### config.mk
export PLATFORM = sky130hd
export DESIGN_NAME = smpd_ctrl
export DESIGN_NICKNAME = d
export VERILOG_FILES = /design/src/rtl/smpd_pkg.sv /design/src/rtl/smpd_ctrl.sv
export VERILOG_INCLUDE_DIRS = /design/src /design/src/rtl
export SDC_FILE = /design/constraint.sdc
export NUM_CORES = 1
export LEC_CHECK = 0
export BUFFER_PORTS_ARGS = -buffer_cell sky130_fd_sc_hd__buf_2
export CAP_MARGIN = 0
export CORE_MARGIN = 5
export CORE_UTILIZATION = 55
export DETAILED_ROUTE_END_ITERATION = 6
export GPL_ROUTABILITY_DRIVEN = 0
export HOLD_SLACK_MARGIN = 0.02
export PLACE_DENSITY = 0.74
export SYNTH_ARGS = -nofsm -noshare
export SYNTH_HDL_FRONTEND = slang
export SYNTH_SLANG_ARGS = --single-unit
export TNS_END_PERCENT = 10
### constraint.sdc
create_clock -name clk -period 7.9 [get_ports clk]
set_input_delay 0.395 -clock clk [delete_from_list [all_inputs] [get_ports clk]]
set_output_delay 0.395 -clock clk [all_outputs]
set_load 0.02 [all_outputs]
### src/rtl/subset_min_pairwise_distance_top_assert.svh
// Assertion macros shared by the block's modules
`ifndef SUBSET_MIN_PAIRWISE_DISTANCE_TOP_ASSERT_SVH
`define SUBSET_MIN_PAIRWISE_DISTANCE_TOP_ASSERT_SVH
`ifndef ASSERT_OFF
`define ASSERT_IMPL(label, clk, rst_n, prop) \
  label: assert property (@(posedge clk) disable iff (!rst_n) prop) else $error("assertion failed");
`define ASSERT_NEVER(label, clk, rst_n, cond) \
  label: assert property (@(posedge clk) disable iff (!rst_n) !(cond)) else $error("never");
`else
`define ASSERT_IMPL(label, clk, rst_n, prop)
`define ASSERT_NEVER(label, clk, rst_n, cond)
`endif
`endif

### src/rtl/smpd_pkg.sv
package smpd_pkg;
  localparam int MAX_ROWS = 1024;
  localparam int MAX_DIM = 8;
  localparam int MAX_SELECTED = 256;
  localparam int ROW_W = 10;
  localparam int DIM_W = 3;
  localparam int SEL_W = 8;
  localparam int CNT_W = 9;
  localparam int CRD_W = 24;
  localparam int SQ_W = 52;
  localparam int RES_W = 26;
  localparam int TAB_AW = ROW_W + DIM_W;
  localparam logic REQ_LOAD = 1'b0;
  localparam logic REQ_SELECT = 1'b1;

  typedef struct packed {
    logic       clr_min;
    logic       rd_a;
    logic       rd_b;
    logic       acc_clr;
    logic       acc_en;
    logic       pair_done;
    logic       sqrt_start;
  } smpd_cmd_t;

  typedef struct packed {
    logic sqrt_busy;
  } smpd_sts_t;
endpackage

### src/rtl/smpd_ctrl.sv
`include "subset_min_pairwise_distance_top_assert.svh"
module smpd_ctrl import smpd_pkg::*; (
  input  logic             clk,
  input  logic             rst_n,
  input  logic             in_valid,
  output logic             in_stall,
  input  logic             in_req_type,
  input  logic             in_last_select,
  input  logic [3:0]       dims,
  output logic             sel_we,
  output logic [SEL_W-1:0] sel_waddr,
  output logic [SEL_W-1:0] sel_raddr,
  output logic [DIM_W-1:0] dim_sel,
  output smpd_cmd_t        cmd,
  input  smpd_sts_t        sts,
  output logic             res_load,
  output logic             res_few,
  output logic             res_ovf,
  input  logic             out_busy
);
  localparam logic [3:0] S_IDLE = 4'd0, S_LDA = 4'd1, S_LDB = 4'd2, S_DA = 4'd3,
    S_DB = 4'd4, S_DRAIN = 4'd5, S_NEXT = 4'd6, S_SQRT = 4'd7, S_SQW = 4'd8,
    S_OUT = 4'd9, S_LDA2 = 4'd10;
  logic [3:0] state_r, state_nxt;
  logic [CNT_W-1:0] cnt_r, cnt_nxt;
  logic ovf_r, ovf_nxt;
  logic [CNT_W-1:0] i_r, i_nxt, j_r, j_nxt;
  logic [DIM_W:0] k_r, k_nxt, nd;
  logic [2:0] dr_r, dr_nxt;
  logic few_r, few_nxt;
  logic acc;

  assign nd = (dims > 4'(MAX_DIM)) ? (DIM_W+1)'(MAX_DIM) : dims;
  assign acc = in_valid && !in_stall;
  assign in_stall = state_r != S_IDLE;
  assign sel_we = acc && in_req_type == REQ_SELECT && cnt_r < CNT_W'(MAX_SELECTED);
  assign sel_waddr = cnt_r[SEL_W-1:0];
  assign dim_sel = k_r[DIM_W-1:0];

  always_comb begin
    state_nxt = state_r; cnt_nxt = cnt_r; ovf_nxt = ovf_r; i_nxt = i_r; j_nxt = j_r;
    k_nxt = k_r; dr_nxt = dr_r; few_nxt = few_r;
    cmd = '0; sel_raddr = i_r[SEL_W-1:0]; res_load = 1'b0;
    unique case (state_r)
      S_IDLE: begin
        if (acc && in_req_type == REQ_SELECT) begin
          if (sel_we) cnt_nxt = cnt_r + 1'b1;
          else ovf_nxt = 1'b1;
          if (in_last_select) begin
            few_nxt = cnt_nxt < CNT_W'(2);
            cmd.clr_min = 1'b1;
            i_nxt = '0;
            state_nxt = few_nxt ? S_OUT : S_LDA;
          end
        end
      end
      S_LDA: begin
        sel_raddr = i_r[SEL_W-1:0]; j_nxt = i_r + 1'b1; state_nxt = S_LDA2;
      end
      S_LDA2: begin
        cmd.pair_done = 1'b1; sel_raddr = j_r[SEL_W-1:0]; state_nxt = S_LDB;
      end
      S_LDB: begin
        cmd.acc_clr = 1'b1; k_nxt = '0;
        state_nxt = (nd == '0) ? S_DRAIN : S_DA; dr_nxt = '0;
      end
      S_DA: begin cmd.rd_a = 1'b1; state_nxt = S_DB; end
      S_DB: begin
        cmd.rd_b = 1'b1; k_nxt = k_r + 1'b1;
        state_nxt = (k_nxt == nd) ? S_DRAIN : S_DA;
      end
      S_DRAIN: begin
        dr_nxt = dr_r + 1'b1;
        if (dr_r == 3'd3) state_nxt = S_NEXT;
      end
      S_NEXT: begin
        cmd.acc_en = 1'b1;
        if (j_r + 1'b1 < cnt_r) begin
          j_nxt = j_r + 1'b1; sel_raddr = j_nxt[SEL_W-1:0]; state_nxt = S_LDB;
        end else if (i_r + CNT_W'(2) < cnt_r) begin
          i_nxt = i_r + 1'b1; state_nxt = S_LDA;
        end else state_nxt = S_SQRT;
      end
      S_SQRT: begin cmd.sqrt_start = 1'b1; state_nxt = S_SQW; end
      S_SQW: if (!sts.sqrt_busy) state_nxt = S_OUT;
      S_OUT: begin
        if (!out_busy) begin
          res_load = 1'b1; cnt_nxt = '0; ovf_nxt = 1'b0; state_nxt = S_IDLE;
        end
      end
      default: state_nxt = S_IDLE;
    endcase
  end

  assign res_few = few_r;
  assign res_ovf = ovf_r;

  always_ff @(posedge clk) begin
    if (!rst_n) begin
      state_r <= S_IDLE; cnt_r <= '0; ovf_r <= 1'b0;
    end else begin
      state_r <= state_nxt; cnt_r <= cnt_nxt; ovf_r <= ovf_nxt;
    end
    i_r <= i_nxt; j_r <= j_nxt; k_r <= k_nxt; dr_r <= dr_nxt; few_r <= few_nxt;
  end

  `ASSERT_IMPL(a_cnt_cap, clk, rst_n, cnt_r <= CNT_W'(MAX_SELECTED))
  `ASSERT_IMPL(a_res_clr, clk, rst_n, res_load |=> cnt_r == '0 && !ovf_r)
  `ASSERT_IMPL(a_stall_busy, clk, rst_n, state_r != S_IDLE |-> in_stall)
endmodule

Word level (Yosys, flattened, before mapping) --
Cells that the tools add are included.
Operators by class: reduce and logical (&&, ||, !) cells 18, mux-type cells 44, equality and inequality tests 21, order comparisons 5, add/sub/neg operators 6
Operators by type and width (count):
- 2-to-1 mux 9 bit | 10
- one-hot mux 9 bit (2 select lines) | 3
- one-hot mux 4 bit (11 select lines) | 1
- 2-to-1 mux 4 bit | 7
- adder 9 x 1 -> 9 bit, second input constant | 3
- less-than comparator 9 bit | 2
- != test 2 bit, second input constant | 9
- == test 4 x 3 -> 1 bit, second input constant | 4
- one-hot mux 8 bit (2 select lines) | 1
- 2-to-1 mux 1 bit | 14
- == test 4 bit, second input constant | 3
- 2-to-1 mux 3 bit | 4
- AND reduction 5 bit | 2
- nonzero test 2 bit | 5
- adder 9 x 2 -> 9 bit, second input constant | 1
- less-than comparator 9 x 2 -> 1 bit, second input constant | 1
- less-than comparator 9 bit, second input constant | 1
- == test 4 x 2 -> 1 bit, second input constant | 2
- zero test 4 bit | 2
- 2-to-1 mux 8 bit | 1
- one-hot mux 4 bit (2 select lines) | 1
- one-hot mux 3 bit (2 select lines) | 1
- AND reduction 3 bit | 2
- adder 4 x 1 -> 4 bit, second input constant | 1
- other kinds (11) | 13
Storage, ports and cells: logic and storage cells 102, flip-flop bits (word level) 40, input port bits 11, output and inout bits 31

Depth between registers and ports, before layout --
Gate-level depths: netlist of run 1.
depth after elaboration 13, mapped depth 12, gate-level depth less buffers 12

Least setup slack after synthesis of run 1 --
OpenSTA, ideal clock, no wires.
path kind flip-flop to output port, start point reg j_r[2], end point out sel_raddr[0], arrival time 2.971 ns, path buffers 0, slack 4.534 ns, required time 7.505 ns, cell stages (with the launch flop) 12, cell sequence edfxtp_1 and2_1 and3_1 nand2_1 xor2_1 inv_1 ha_1 a21o_1 a211oi_1 o311a_1 o21ai_2 o311ai_0
Between the ends: word-level cells in the longest chain between the ends 4
Ends and longest elaborated chain:
- from (decl) | RTL line smpd_ctrl.sv:27 | logic [CNT_W-1:0] i_r, i_nxt, j_r, j_nxt;
- from (signal assigned) | RTL line smpd_ctrl.sv:104 | i_r <= i_nxt; j_r <= j_nxt; k_r <= k_nxt; dr_r <= dr_nxt; few_r <= few_nxt;
- adder 9 x 1 -> 9 bit | RTL line smpd_ctrl.sv:78 | if (j_r + 1'b1 < cnt_r) begin
- less-than comparator 9 bit | RTL line smpd_ctrl.sv:78
- 2-to-1 mux 8 bit | RTL line smpd_ctrl.sv:78
- one-hot mux 8 bit (2 select lines) | RTL line smpd_ctrl.sv:44 | unique case (state_r)
- to (decl) | RTL line smpd_ctrl.sv:12 | output logic [SEL_W-1:0] sel_raddr,
No other way between the ends.

Worst setup path in the final report of run 1 --
start point reg j_r[0], end point out sel_raddr[2]
Between the ends: word-level cells in the longest chain between the ends 4
Ends and longest elaborated chain (RTL line):
- adder 9 x 1 -> 9 bit (*) | smpd_ctrl.sv:78, smpd_ctrl.sv:79
- less-than comparator 9 bit | smpd_ctrl.sv:78
- 2-to-1 mux 8 bit (*) | smpd_ctrl.sv:78
- one-hot mux 8 bit (2 select lines) (*) | smpd_ctrl.sv:44
Every way passes the cells marked *; elsewhere a longest branch is shown, timed or not.

==> impl_summary.md, run 1 <==
Clocking
Post-CTS repair changed the size of 0 cells. After clock tree synthesis, the flow added hold-fix buffers numbering 0. The count of H-tree levels built during CTS is 2. The cell sitting at the root of the clock tree is a sky130_fd_sc_hd__clkbuf_8. The sink count of the clock tree is 40. TritonCTS built the clock tree. The clock edge transition at the registers on the reported setup and hold paths is 80 ps. The number of clock buffers inserted by TritonCTS is 5. The maximum buffer depth of the clock tree is 2. The number of setup buffers added after CTS is 0. For the worst-skew pair, the clock arrives at the later sink with an insertion delay of about 300 ps.

Power and ir drop
The combinational power share is 39.7%. In this run, flip-flops and latches consume between 40 and 50% of the power. The analysis attributes to net switching a power of about 0.32 mW. The power density of the placed cells is ~230 mW/mm^2. The maximum vdd drop is ~0.16 mV. Internal power comes to roughly 0.46 mW.

Per report_power, the clock group accounts for 20.1% of the total. Net switching is about two fifths of the power. The analysis attributes to cell leakage a power of approximately 1.4 nW.

Logic synthesis
The complex-gate fraction of the synthesized area is 16.2%. The arithmetic-cell share of the synthesized area counting full adders, half adders and majority gates is 9.09%. The flip-flop cell with the highest count after synthesis is sky130_fd_sc_hd__edfxtp_1. Summing every instance area after synthesis gives 0.00317 mm^2. The number of nets in the synthesized netlist is 396. The synthesized netlist devotes 7.75% of its cell area to XOR and XNOR gates. In this run, synthesis produced a sequential element count of 40. After synthesis, the mean cell area works out to 8.74 um^2. During synthesis, Yosys emitted a total of 0 warnings.

The async set-or-reset flop fraction in the synthesized netlist is 0%. In the synthesized netlist, mux cells make up about 2.9% of the area. Synthesis instantiated 63 different standard cells from the library. The register area share after synthesis is about a third. Yosys mapped a number of flops with a built-in enable equal to 26. The dominant combinational cell family by area after synthesis is simple AND/OR/NAND/NOR gates. Summing the areas of all and, or, nand and nor instances in the mapped netlist gives between 20% and 30% of the synthesized area. The gate count after technology mapping is ~360.

Routing
The first detailed-routing pass took 5 iterations. The routed layout has 2744 vias. The detail-routed net length per standard cell is around 16 um. In this run, the number of DRC markers left after iteration 0 of detailed routing was around 180. For this run, design rule violations remaining after detail routing come to 0. The routed via count divided by cell count is around 6. The wire length reported by the detailed router is ~7600 um. The remaining number of nets flagged by the antenna check after routing is 0.

Worst setup path
The startpoint identified for the worst register-to-register timing path is j_r[2]. In this run the critical register-to-register path is captured at i_r[7]. STA classifies the critical path startpoint as a register.

The length in cells of the worst reg-to-reg path is 11. The maximum fanout count along the critical path is 8. The family with the most delay on the worst path is compound AO/OA/AOI/OAI gates.

Counting stages on the worst path, the most repeated cell is sky130_fd_sc_hd__ha_1. The worst setup path is captured at a primary output. On the critical path, the stage with the largest delay is an instance of sky130_fd_sc_hd__edfxtp_1. The highest cell delay on the worst timing path is 520 ps.

Counting both buffers and inverters, the worst setup path holds a total of 2. The register-to-register setup slack is between 4000 and 5000 ps. The data required time at the worst endpoint is about 7500 ps. For the worst setup path, the data arrival time is roughly 3500 ps. The path type of the worst setup path is register to primary output.

Traced cell by cell, the critical path runs through ha_1, nand2_1, xor2_1, inv_1, ha_1, a21o_1, a211oi_1, o311a_1, or2_1, a21oi_2, a221o_1, buf_2.

Floorplan
In this run the vertical extent of the chip is ~86 um. The initial utilization of the core area, before any placement, comes to a little under three fifths. In this run the count of I/O pins placed on the die edge is between 40 and 50. The core box area is between 0.005 and 0.006 mm^2.

The number of standard-cell rows in the floorplan is 27. The die span in x is around 86 um. The floorplan step defined a die boundary enclosing 0.00737 mm^2.

Finish
The area growth from synthesis to layout is 8.81%. The register area is 0.00106 mm^2. The top cell types in the final layout, fill and taps aside, are sky130_fd_sc_hd__nor2_1 (44), sky130_fd_sc_hd__buf_2 (41), sky130_fd_sc_hd__nand2_1 (26), sky130_fd_sc_hd__edfxtp_1 (26). Summing all multi-input logic gate instances after layout gives roughly 0.0019 mm^2. Summing all non-filler instances in the final layout gives an area of 0.00344 mm^2.

After the last flow step, the layout net total stands at ~420. The diode insertion count for antenna repair is 0. After filler insertion, the fill cell instance count of the layout stands at between 500 and 600. The commonest non-fill, non-tap cell in the layout is sky130_fd_sc_hd__nor2_1. In the final layout, the share of cells above drive strength 1 is between 10% and 20%.

Place
The placed instances occupy a cell area of about 0.0033 mm^2. Input and output buffers added on the ports amount to 41. The half-perimeter wire length after placement is approximately 5800 um.

Run
The max-cap check violation count is 0.

STA
Setup violations remaining at the end of the flow were counted as 0. The final-report hold violation count came to 0. The total negative setup slack is 0 ps.

For the final database, setup skew stands at between 2 and 3 ps. The headroom to the max-slew limit is 33.0%. Derived from the worst setup path, the maximum achievable clock frequency is between 200 and 300 MHz. At the pin with the least slew margin, the transition time is approximately 1000 ps. Setup repair after global routing left no endpoint under its margin.

The number of pins exceeding their max-slew limit in the final report came to 0. The clock period could shrink to between 3000 and 4000 ps. The period utilization is 48.7%.

Global route
The all-layer global routing usage is a little over a fifth. For this run the aggregate overflow at the end of global routing stands at 0. The number of antenna violations at the first check in global routing is 0. Entering global routing, the biggest net connects 20 pins. The number of global-route vias before repair was 2677.

The first-pass GRT wire length is about 13000 um.

Min path
Counting instances, the worst hold path has a depth of 2. The end point of the most critical hold path is cnt_r[5]. The startpoint identified for the worst hold timing path is rst_n. The class of the tightest hold or removal check is input pin to register.

Run status
The run finished with clean final reports.
## power groups by stage
| stage | clock network (mW) | logic [mW] | registers, mW |
|---|---|---|---|
| 2_1_floorplan | 0 | 0.256 | 0.293 |
| 3_3_place_gp | 0 | 0.299 | 0.317 |
| 3_5_place_dp | 0 | 0.306 | 0.318 |
| 4_1_cts | 0.160 | 0.310 | 0.313 |
| 5_1_grt | 0.172 | 0.346 | 0.322 |
| 6_report | 0.158 | 0.311 | 0.315 |
## registers in the layout, summed over array words and instances, names as in the netlist
| signal | flops |
|---|---|
| dr_r | 3 |
| state_r | 4 |
| res_ovf | 1 |
| cnt_r | 9 |
| j_r | 9 |
| k_r | 4 |
| i_r | 9 |
| res_few | 1 |
## synthesized netlist by cell type (all sizes together), types with 7 or more instances
cell    instances  area, um^2
nand2          28         115
xnor2          13         114
nand3          16        80.1
ha             23         288
edfxtp         26         781
mux2i           8        80.1
dfxtp          14         280
and3            7        43.8
a21oi          15        78.8
clkbuf          8        30.0
xor2           15         131
inv            25        96.3
buf            13        92.6
o21ai          17        88.8
nor2           45         176
a31oi           9        56.3
a221o           7        70.1
## layout make-up
class                   instances  area share, %
multi-input cells             275           54.6
clock buffers                   6           2.72
flip-flops and latches         40           30.8
well taps                      72           2.62
repair buffers                 41           5.96
clock inverters                 2          0.363
inverters                      26           2.94
## metrics by stage
stage | instances | setup WS, ps | utilization, % | power, mW | hold slack (ps)
5_1_grt | 462 | 3800 | 62.2 | 0.841 | 444
4_1_cts | 462 | 4070 | 62.2 | 0.783 | 445
6_report | 462 | 4060 | 62.2 | 0.784 | 445
2_1_floorplan | 362 | 4530 | - | 0.549 | 476
3_3_place_gp | 454 | 4440 | 60.3 | 0.616 | 448
3_5_place_dp | 454 | 4320 | 60.3 | 0.625 | 447
## worst max path at each step
stage | from | slack (ps) | cells past startpoint | end
finish | j_r[0] | 4060 | 12 | sel_raddr[2]
global route | j_r[2] | 3800 | 13 | sel_raddr[2]
CTS | j_r[0] | 4070 | 12 | sel_raddr[2]
detailed placement | j_r[0] | 4320 | 10 | i_r[5]
global placement | j_r[0] | 4440 | 10 | i_r[3]
floorplan | j_r[2] | 4530 | 11 | sel_raddr[0]
## routing by layer
layer  part of all wire [%]  global-route usage, %  up-vias
li1                       -                      -     1353
met5                      0                      0        -
met3                    6.4                   4.32        9
met2                     47                   35.3       86
met1                     45                   29.2     1296
met4                    1.2                   5.18        0
## kinds of logic after synthesis
logic type | count (synthesis)
adder cells (fa/ha/maj) | 23
multiplexers | 9
AO/OA/AOI/OAI | 74
buffers and inverters | 47
XOR/XNOR | 28
AND/OR/NAND/NOR | 141
flip-flops | 40
Note: power is estimated with default switching activity, not from simulation.
==> run 2, diff against run 1 <==
Settings changed: ABC_AREA set to 1.
Clock period 7.9 ns to 3.61 ns, I/O delays scaled along.
==> run 2 against run 1 <==
Final cell count is 15% higher. Synthesized cell count is 18% higher. Count of clock-buffer cells in the layout is 1 lower. Critical path type unchanged. Critical endpoint is now sel_raddr[6].
==> impl_summary.md, run 2 <==
Finish
The register area is between 0.001 and 0.0015 mm^2. Summing all multi-input logic gate instances after layout gives around 0.0018 mm^2. The number of antenna diodes in the final layout is 0.

The area growth from synthesis to layout is 9.66%. The post-route netlist has 15.4% of its cells at a drive strength greater than 1. In the layout the commonest cells are sky130_fd_sc_hd__nand2_1 (101), sky130_fd_sc_hd__inv_1 (56), sky130_fd_sc_hd__nor2_1 (49), sky130_fd_sc_hd__buf_2 (41), sky130_fd_sc_hd__edfxtp_1 (26). Fill cells in the final layout number 529. For this run, the post-layout net count is between 400 and 500. The final core utilization is 62.6%. Leaving out fill and tap cells, the most frequent cell in the layout is sky130_fd_sc_hd__nand2_1. The largest registers in the layout are cnt_r x9, i_r x9, j_r x9.

STA
Setup repair after global routing left no endpoint under its margin. The headroom to the max-slew limit is around 25%. The minimum period implied by the final worst setup slack is between 3000 and 4000 ps.

The final worst clock skew is ~3.6 ps. The achievable frequency is between 300 and 400 MHz. Adding up every negative setup slack in the final design gives 0 ps.

The pin slew with the least headroom to its limit is roughly 1100 ps. The final-report hold violation count is 0. The final critical-path setup slack is approximately 330 ps. The number of pins exceeding their max-slew limit in the final report is 0. Setup violations remaining at the end of the flow were counted as 0. In the finished design, the share of the clock period the worst path needs comes to roughly nine tenths.

Worst setup path
The startpoint class of the critical path is a register. The arrival time at the worst endpoint is roughly 3000 ps. The maximum fanout count along the critical path is 6. The path type of the worst setup path is register to primary output. For the worst setup path, the data required time is around 3400 ps.

STA classifies the critical path endpoint as a primary output.

Place
Once detailed placement completed, the half-perimeter wirelength came to ~6000 um. The pre-CTS setup slack is approximately 540 ps. Input and output buffers added on the ports amount to 41.

Logic synthesis
The number of enable flip-flop cells after synthesis is 26. Of the post-synthesis cell area, the dominant cell type holds 24.7%. Of all cell types, the one taking the most synthesized area is sky130_fd_sc_hd__edfxtp_1. Yosys attributes the largest share of cell area to sky130_fd_sc_hd__edfxtp_1 (25%), sky130_fd_sc_hd__nand2_1 (12%), sky130_fd_sc_hd__ha_1 (9.1%), sky130_fd_sc_hd__dfxtp_1 (8.9%), sky130_fd_sc_hd__inv_1 (6.7%).

The net count after synthesis is 462. The synthesized area per cell is 7.38 um^2. The synthesized design contains 40 register bits. Of all flip-flops after synthesis, the portion carrying an async set or reset was 0%. The register area share after synthesis is 33.6%. The Yosys warning count is 0.

The number of distinct library cells after synthesis is 39. The most used flip-flop cell after synthesis is sky130_fd_sc_hd__edfxtp_1. Sorting the synthesized cells by how often they occur yields sky130_fd_sc_hd__nand2_1 (101), sky130_fd_sc_hd__inv_1 (56), sky130_fd_sc_hd__nor2_1 (49), sky130_fd_sc_hd__edfxtp_1 (26). Yosys instantiated no cell more often than sky130_fd_sc_hd__nand2_1.

After technology mapping, the gate count stands at about 430. The synthesized netlist occupies a cell area of 0.00316 mm^2.

Routing
After detailed routing, the number of remaining DRC violations is 0. The number of iterations in the first detailed-routing pass is 5. The detail-routed net length per standard cell is between 10 and 15 um. The detail route stage leaves a number of antenna-violating nets equal to 0. After detailed routing, the number of vias per cell comes to 5.30. After the first detailed-routing iteration, the DRC count stood at 180. The wire length reported by the detailed router is around 7500 um. The detailed-route via count is 2827.

Power and ir drop
The leakage power of the design is around 1.6 nW. Power spread over the standard cell area amounts to approximately 490 mW/mm^2. The worst-case IR drop observed on VDD is roughly 0.32 mV.

Clocking
After clock tree synthesis, the clock-pin slew on the worst setup and hold paths is ~80 ps. TritonCTS built the clock tree. The count of H-tree levels built during CTS is 2. Clock tree synthesis selected as its root buffer the cell sky130_fd_sc_hd__clkbuf_8. The number of post-CTS setup repair buffers is 0.

The sink count of the clock tree is 40. At the later pin of the worst-skew pair, clock insertion delay measures 300 ps. The number of clock buffers inserted by TritonCTS is 5.

No sink is reached through more buffers than the 2 on the longest clock path.

Global route
The maximum number of pins on one net before global-route repair is 20. Global routing finished with a remaining overflow of 0. The number of global-route vias before repair is roughly 2600.

The first-pass GRT wire length is between 10000 and 15000 um. The number of antenna violations at the first check in global routing is 0. The all-layer global routing usage is 21.1%.

Floorplan
Pin placement for this block handled 42 I/O pins. The core box area is 0.00554 mm^2. The die span in x is 85.8 um. Row generation in the floorplan step produced 27 rows.

The die footprint is about 0.0074 mm^2. The die span in y is between 80 and 90 um. Once the floorplan was initialized, standard cells occupied between 50% and 60% of the core.

Run
The max-cap check violation count is 0.

Run status
The flow ran to the end, and the final reports show no timing, DRC or antenna violations.

Min path
The tightest min-delay check is of the input pin to register type.
run 2: cell count changes in the layout (fill, tap and decap cells not counted), moves of 8 or more:
cell / delta
sky130_fd_sc_hd__nand2_1: +75
sky130_fd_sc_hd__inv_1: +33
sky130_fd_sc_hd__a21oi_1: +10
sky130_fd_sc_hd__a31oi_1: -9
sky130_fd_sc_hd__mux2i_1: -8
run 2: layout make-up:
class	instances	share of cell area, %
multi-input cells	307	50.5
well taps	72	2.60
flip-flops and latches	40	30.6
inverters	64	6.93
clock buffers	5	1.99
repair buffers	42	6.14
clock inverters	3	1.23
run 2: path summary, 6_finish.rpt:
kind                            slack (ps)     start  cells after the start           end
worst max-delay path                   330    j_r[1]                     17  sel_raddr[6]
worst min-delay path                    80     rst_n                      3    state_r[2]
worst max register to register         580    j_r[2]                     13        j_r[2]
worst min register to register         520  cnt_r[7]                      2      cnt_r[7]
run 2: per-layer routing:
metal	track usage, %	wire, um	vias up	share of wire, %
met1	28.2	3360	1269	45
met5	0	0	-	0
met3	3.75	494	9	6.6
met2	35.2	3550	93	47
met4	5.90	114	0	1.5
li1	-	-	1456	-
run 2: through the flow:
| step | hold WS (ps) | power [mW] | instance area, um^2 | instances |
|---|---|---|---|---|
| floorplan | 278 | 1.16 | 3160 | 428 |
| global placement | 377 | 1.31 | 3350 | 525 |
| detailed placement | 388 | 1.33 | 3350 | 525 |
| CTS | 72.6 | 1.71 | 3460 | 533 |
| global route | 86.7 | 1.83 | 3470 | 533 |
| finish | 82.2 | 1.71 | 3470 | 533 |
run 2: timing repair:
item	4_1_cts	5_1_grt
resized for setup	0	1
endpoints found under the setup margin	0	5
hold buffers	0	0
run 2: report_power, final:
part           internal, mW  switching, mW  total, mW
sequential            0.572         0.0737      0.645
clock                 0.205          0.169      0.374
combinational         0.234          0.452      0.686
total                  1.01          0.695       1.71
run 2: worst max-delay path: stages, from the launching register on:
cell and delay, ps:
sky130_fd_sc_hd__edfxtp_1 370, sky130_fd_sc_hd__ha_1 190, sky130_fd_sc_hd__nand3_1 110, sky130_fd_sc_hd__inv_1 100, sky130_fd_sc_hd__nand4_1 110, sky130_fd_sc_hd__nor2_1 140, sky130_fd_sc_hd__xnor2_1 130, sky130_fd_sc_hd__inv_1 80
sky130_fd_sc_hd__ha_1 300, sky130_fd_sc_hd__nand2_1 70, sky130_fd_sc_hd__nor2_1 150, sky130_fd_sc_hd__o211ai_1 130, sky130_fd_sc_hd__nand3_2 150, sky130_fd_sc_hd__nand2_1 90, sky130_fd_sc_hd__o21ai_1 170, sky130_fd_sc_hd__inv_2 110
sky130_fd_sc_hd__o221ai_1 190, sky130_fd_sc_hd__buf_2 210
run 2: cells by family after synthesis:
family | after synthesis | synth area share, %
AOI/OAI and AO/OA | 67 | 12.4
DFF | 40 | 33.6
buffers and inverters | 81 | 11.2
xor gates and xnor gates | 22 | 6.10
adders and majority gates | 23 | 9.11
and+or+nand+nor | 195 | 27.7
==> run 3, diff against run 2 <==
Settings changed: CORE_ASPECT_RATIO set to 2.
==> run 3 against run 2 <==
Routed wire length is 5.3% higher. Fmax up 1.5%. Flip-flop and latch count did not move. Worst hold slack gained 23 ps. Clock skew rose by 4.1 ps. Register-to-register slack got worse by 20 ps. Final cell count down 2.1%. Critical path depth unchanged.
==> impl_summary.md, run 3 (same netlist as run 2, synthesis figures left out) <==
Finish
The number of fillers in the final layout is 554. In the layout the commonest cells are sky130_fd_sc_hd__nand2_1 (101), sky130_fd_sc_hd__inv_1 (56), sky130_fd_sc_hd__nor2_1 (49), sky130_fd_sc_hd__buf_2 (41), sky130_fd_sc_hd__edfxtp_1 (26). The number of antenna diodes in the final layout is 0.

The finished layout holds around 520 standard cells, fillers aside. The area growth from synthesis to layout is 10.7%. The largest registers in the layout are cnt_r x9, i_r x9, j_r x9.

The commonest non-fill, non-tap cell in the layout is sky130_fd_sc_hd__nand2_1. The number of nets at the end of the flow is 494. In the final layout, the share of cells above drive strength 1 is between 10 and 15%.

Place
Prior to clock tree synthesis, the placed netlist has a worst setup slack of ~590 ps. The number of buffers added on ports is 41. The count of placed standard cells including taps is between 500 and 600. The half-perimeter wire length after placement is 6360 um.

Global route
In the global route stage, overall resource usage came out at a little under a quarter. The number of global-route vias before repair is a little under 3000. The maximum number of pins on one net before global-route repair is 20. The first-pass GRT wire length is around 13000 um. The number of antenna violations at the first check in global routing is 0. The leftover overflow at the end of global routing is 0.

Floorplan
42 I/O pins were placed. The die span in y is 117 um. The effective utilization at floorplan is around 56%. After floorplanning, the core was divided into 39 placement rows. The core box area is roughly 0.0057 mm^2. The die footprint is between 0.007 and 0.008 mm^2.

The die span in x is 63.6 um.

STA
In the final timing run, aggregate negative setup slack is 0 ps. In this run the tightest slew margin relative to its limit is a little under a quarter. For this run, the top clock speed supported by timing is 310 MHz.

The number of pins exceeding their max-slew limit in the final report is 0. The final worst clock skew is 7.75 ps. The worst path needs 3230 ps of the cycle, external delays included. In the post-route analysis, the smallest setup slack over all paths is 383 ps. Setup violations remaining at the end of the flow were counted as 0. At the pin with the least slew margin, the transition time is around 1100 ps.

The final-report hold violation count is 0. Setup repair after global routing left no endpoint under its margin. Dividing the final minimum period by the clock period gives around nine tenths.

Clocking
At the later pin of the worst-skew pair, clock insertion delay measures approximately 290 ps. After clock tree synthesis, the setup repair step added 0 buffers. After clock tree synthesis, the clock-pin slew on the worst setup and hold paths is about 60 ps. The CTS tree is built.

The clock net in this run drives a total of 40 sinks. In this run, CTS created clock tree buffers numbering 5. The count of H-tree levels built during CTS is 2.

After clock tree synthesis, the repair step resized 0 gates. The number of hold-repair buffers added at the cts stage is 0. The maximum buffer depth of the clock tree is 2. The tree is rooted in a sky130_fd_sc_hd__clkbuf_16.

Routing
Summing over every cut layer, the via total after detailed routing is between 2000 and 3000. The violation count after the first detailed-route iteration is 150. In the final routed layout, each cell accounts on average for 15.2 um. The routed via count divided by cell count is 5.55. In this run the remaining antenna-violating nets after routing total 0.

For this run, the detailed router's first-pass iteration total came to 4. In the routed design, unresolved DRC markers number 0. The wire length reported by the detailed router is just under 8000 um.

Worst setup path
The critical path goes through ha_1, nand3_1, inv_1, nand4_1, nor2_1, xnor2_1, inv_1, ha_1, nand2_1, nor2_1, o211ai_1, nand3_1, nand2_1, o21ai_1, inv_2, o221ai_1, buf_2. Along the worst path, the maximum fanout reaches 6. The family with the most delay on the worst path is simple AND/OR/NAND/NOR gates. The reg-to-reg critical path startpoint is j_r[2]. The path type of the worst setup path is register to primary output. The master of the slowest instance on the critical path is sky130_fd_sc_hd__edfxtp_1. The critical path contains buffers and inverters numbering 4 combined. The type of destination of the critical path is a primary output. The arrival time at the worst endpoint is between 3000 and 4000 ps. In this run the critical register-to-register path is captured at j_r[4]. The highest cell delay on the worst timing path is approximately 380 ps. The length in cells of the worst reg-to-reg path is 13. The setup check on the worst reg-to-reg path leaves a slack of 560 ps. The data required time at the worst endpoint is between 3000 and 4000 ps.

The startpoint class of the critical path is a register.

Min path
The end point of the most critical hold path is state_r[2]. The number of cells on the worst hold path is 3. The class of the tightest hold or removal check is input pin to register.

The worst min-delay path startpoint is rst_n.

Power and ir drop
Dividing total power by cell area gives a power density of 521 mW/mm^2. The leakage power of the design is roughly 1.6 nW. Across the VDD grid, the largest voltage drop is around 0.51 mV.

Run
Across the run, the number of max-cap violations was 0.

Run status
The flow ran to the end, and the final reports show no timing, DRC or antenna violations.
run 3: how the worst max path moves through the flow:
stage	from	to	slack, ps	cells after the start
floorplan	j_r[1]	i_r[0]	810	16
global placement	j_r[1]	j_r[7]	660	14
detailed placement	j_r[1]	j_r[7]	590	13
CTS	j_r[1]	sel_raddr[6]	380	17
global route	j_r[1]	sel_raddr[4]	20	17
finish	j_r[1]	sel_raddr[6]	380	17
run 3: metal layers:
metal / track usage, % / share of wire, % / up-vias
li1: - / - / 1458
met2: 42.2 / 54 / 106
met5: 0 / 0 / -
met3: 4.58 / 5.6 / 32
met1: 21.7 / 34 / 1299
met4: 17.3 / 7.1 / 0
run 3: area by class of cell:
| type | instances | area, um^2 | share of cell area [%] |
|---|---|---|---|
| clock buffers | 5 | 125 | 3.58 |
| clock inverters | 3 | 37.5 | 1.07 |
| inverters | 64 | 240 | 6.87 |
| multi-input cells | 307 | 1750 | 49.9 |
| flip-flops and latches | 40 | 1060 | 30.3 |
| well taps | 61 | 76.3 | 2.18 |
| repair buffers | 42 | 213 | 6.08 |
run 3: worst min-delay path, delay by kind of cell:
| family | cells | cell delay [ps] |
|---|---|---|
| buffers and inverters | 2 | 130 |
| AND/OR/NAND/NOR | 1 | 50 |
run 3: report_power, final:
group	total, mW	switching [mW]	internal [mW]
Clock	0.501	0.180	0.321
Combinational	0.676	0.445	0.231
Sequential	0.647	0.0745	0.573
run 3: through the flow:
stage          utilization (%)  hold slack (ps)  total power [mW]  cell area, um^2
6_report                  61.8              105              1.82             3500
5_1_grt                   61.8              124              1.96             3500
4_1_cts                   61.8              105              1.83             3500
3_3_place_gp              58.9              385              1.31             3340
3_5_place_dp              58.9              400              1.33             3340
2_1_floorplan                -              278              1.16             3160
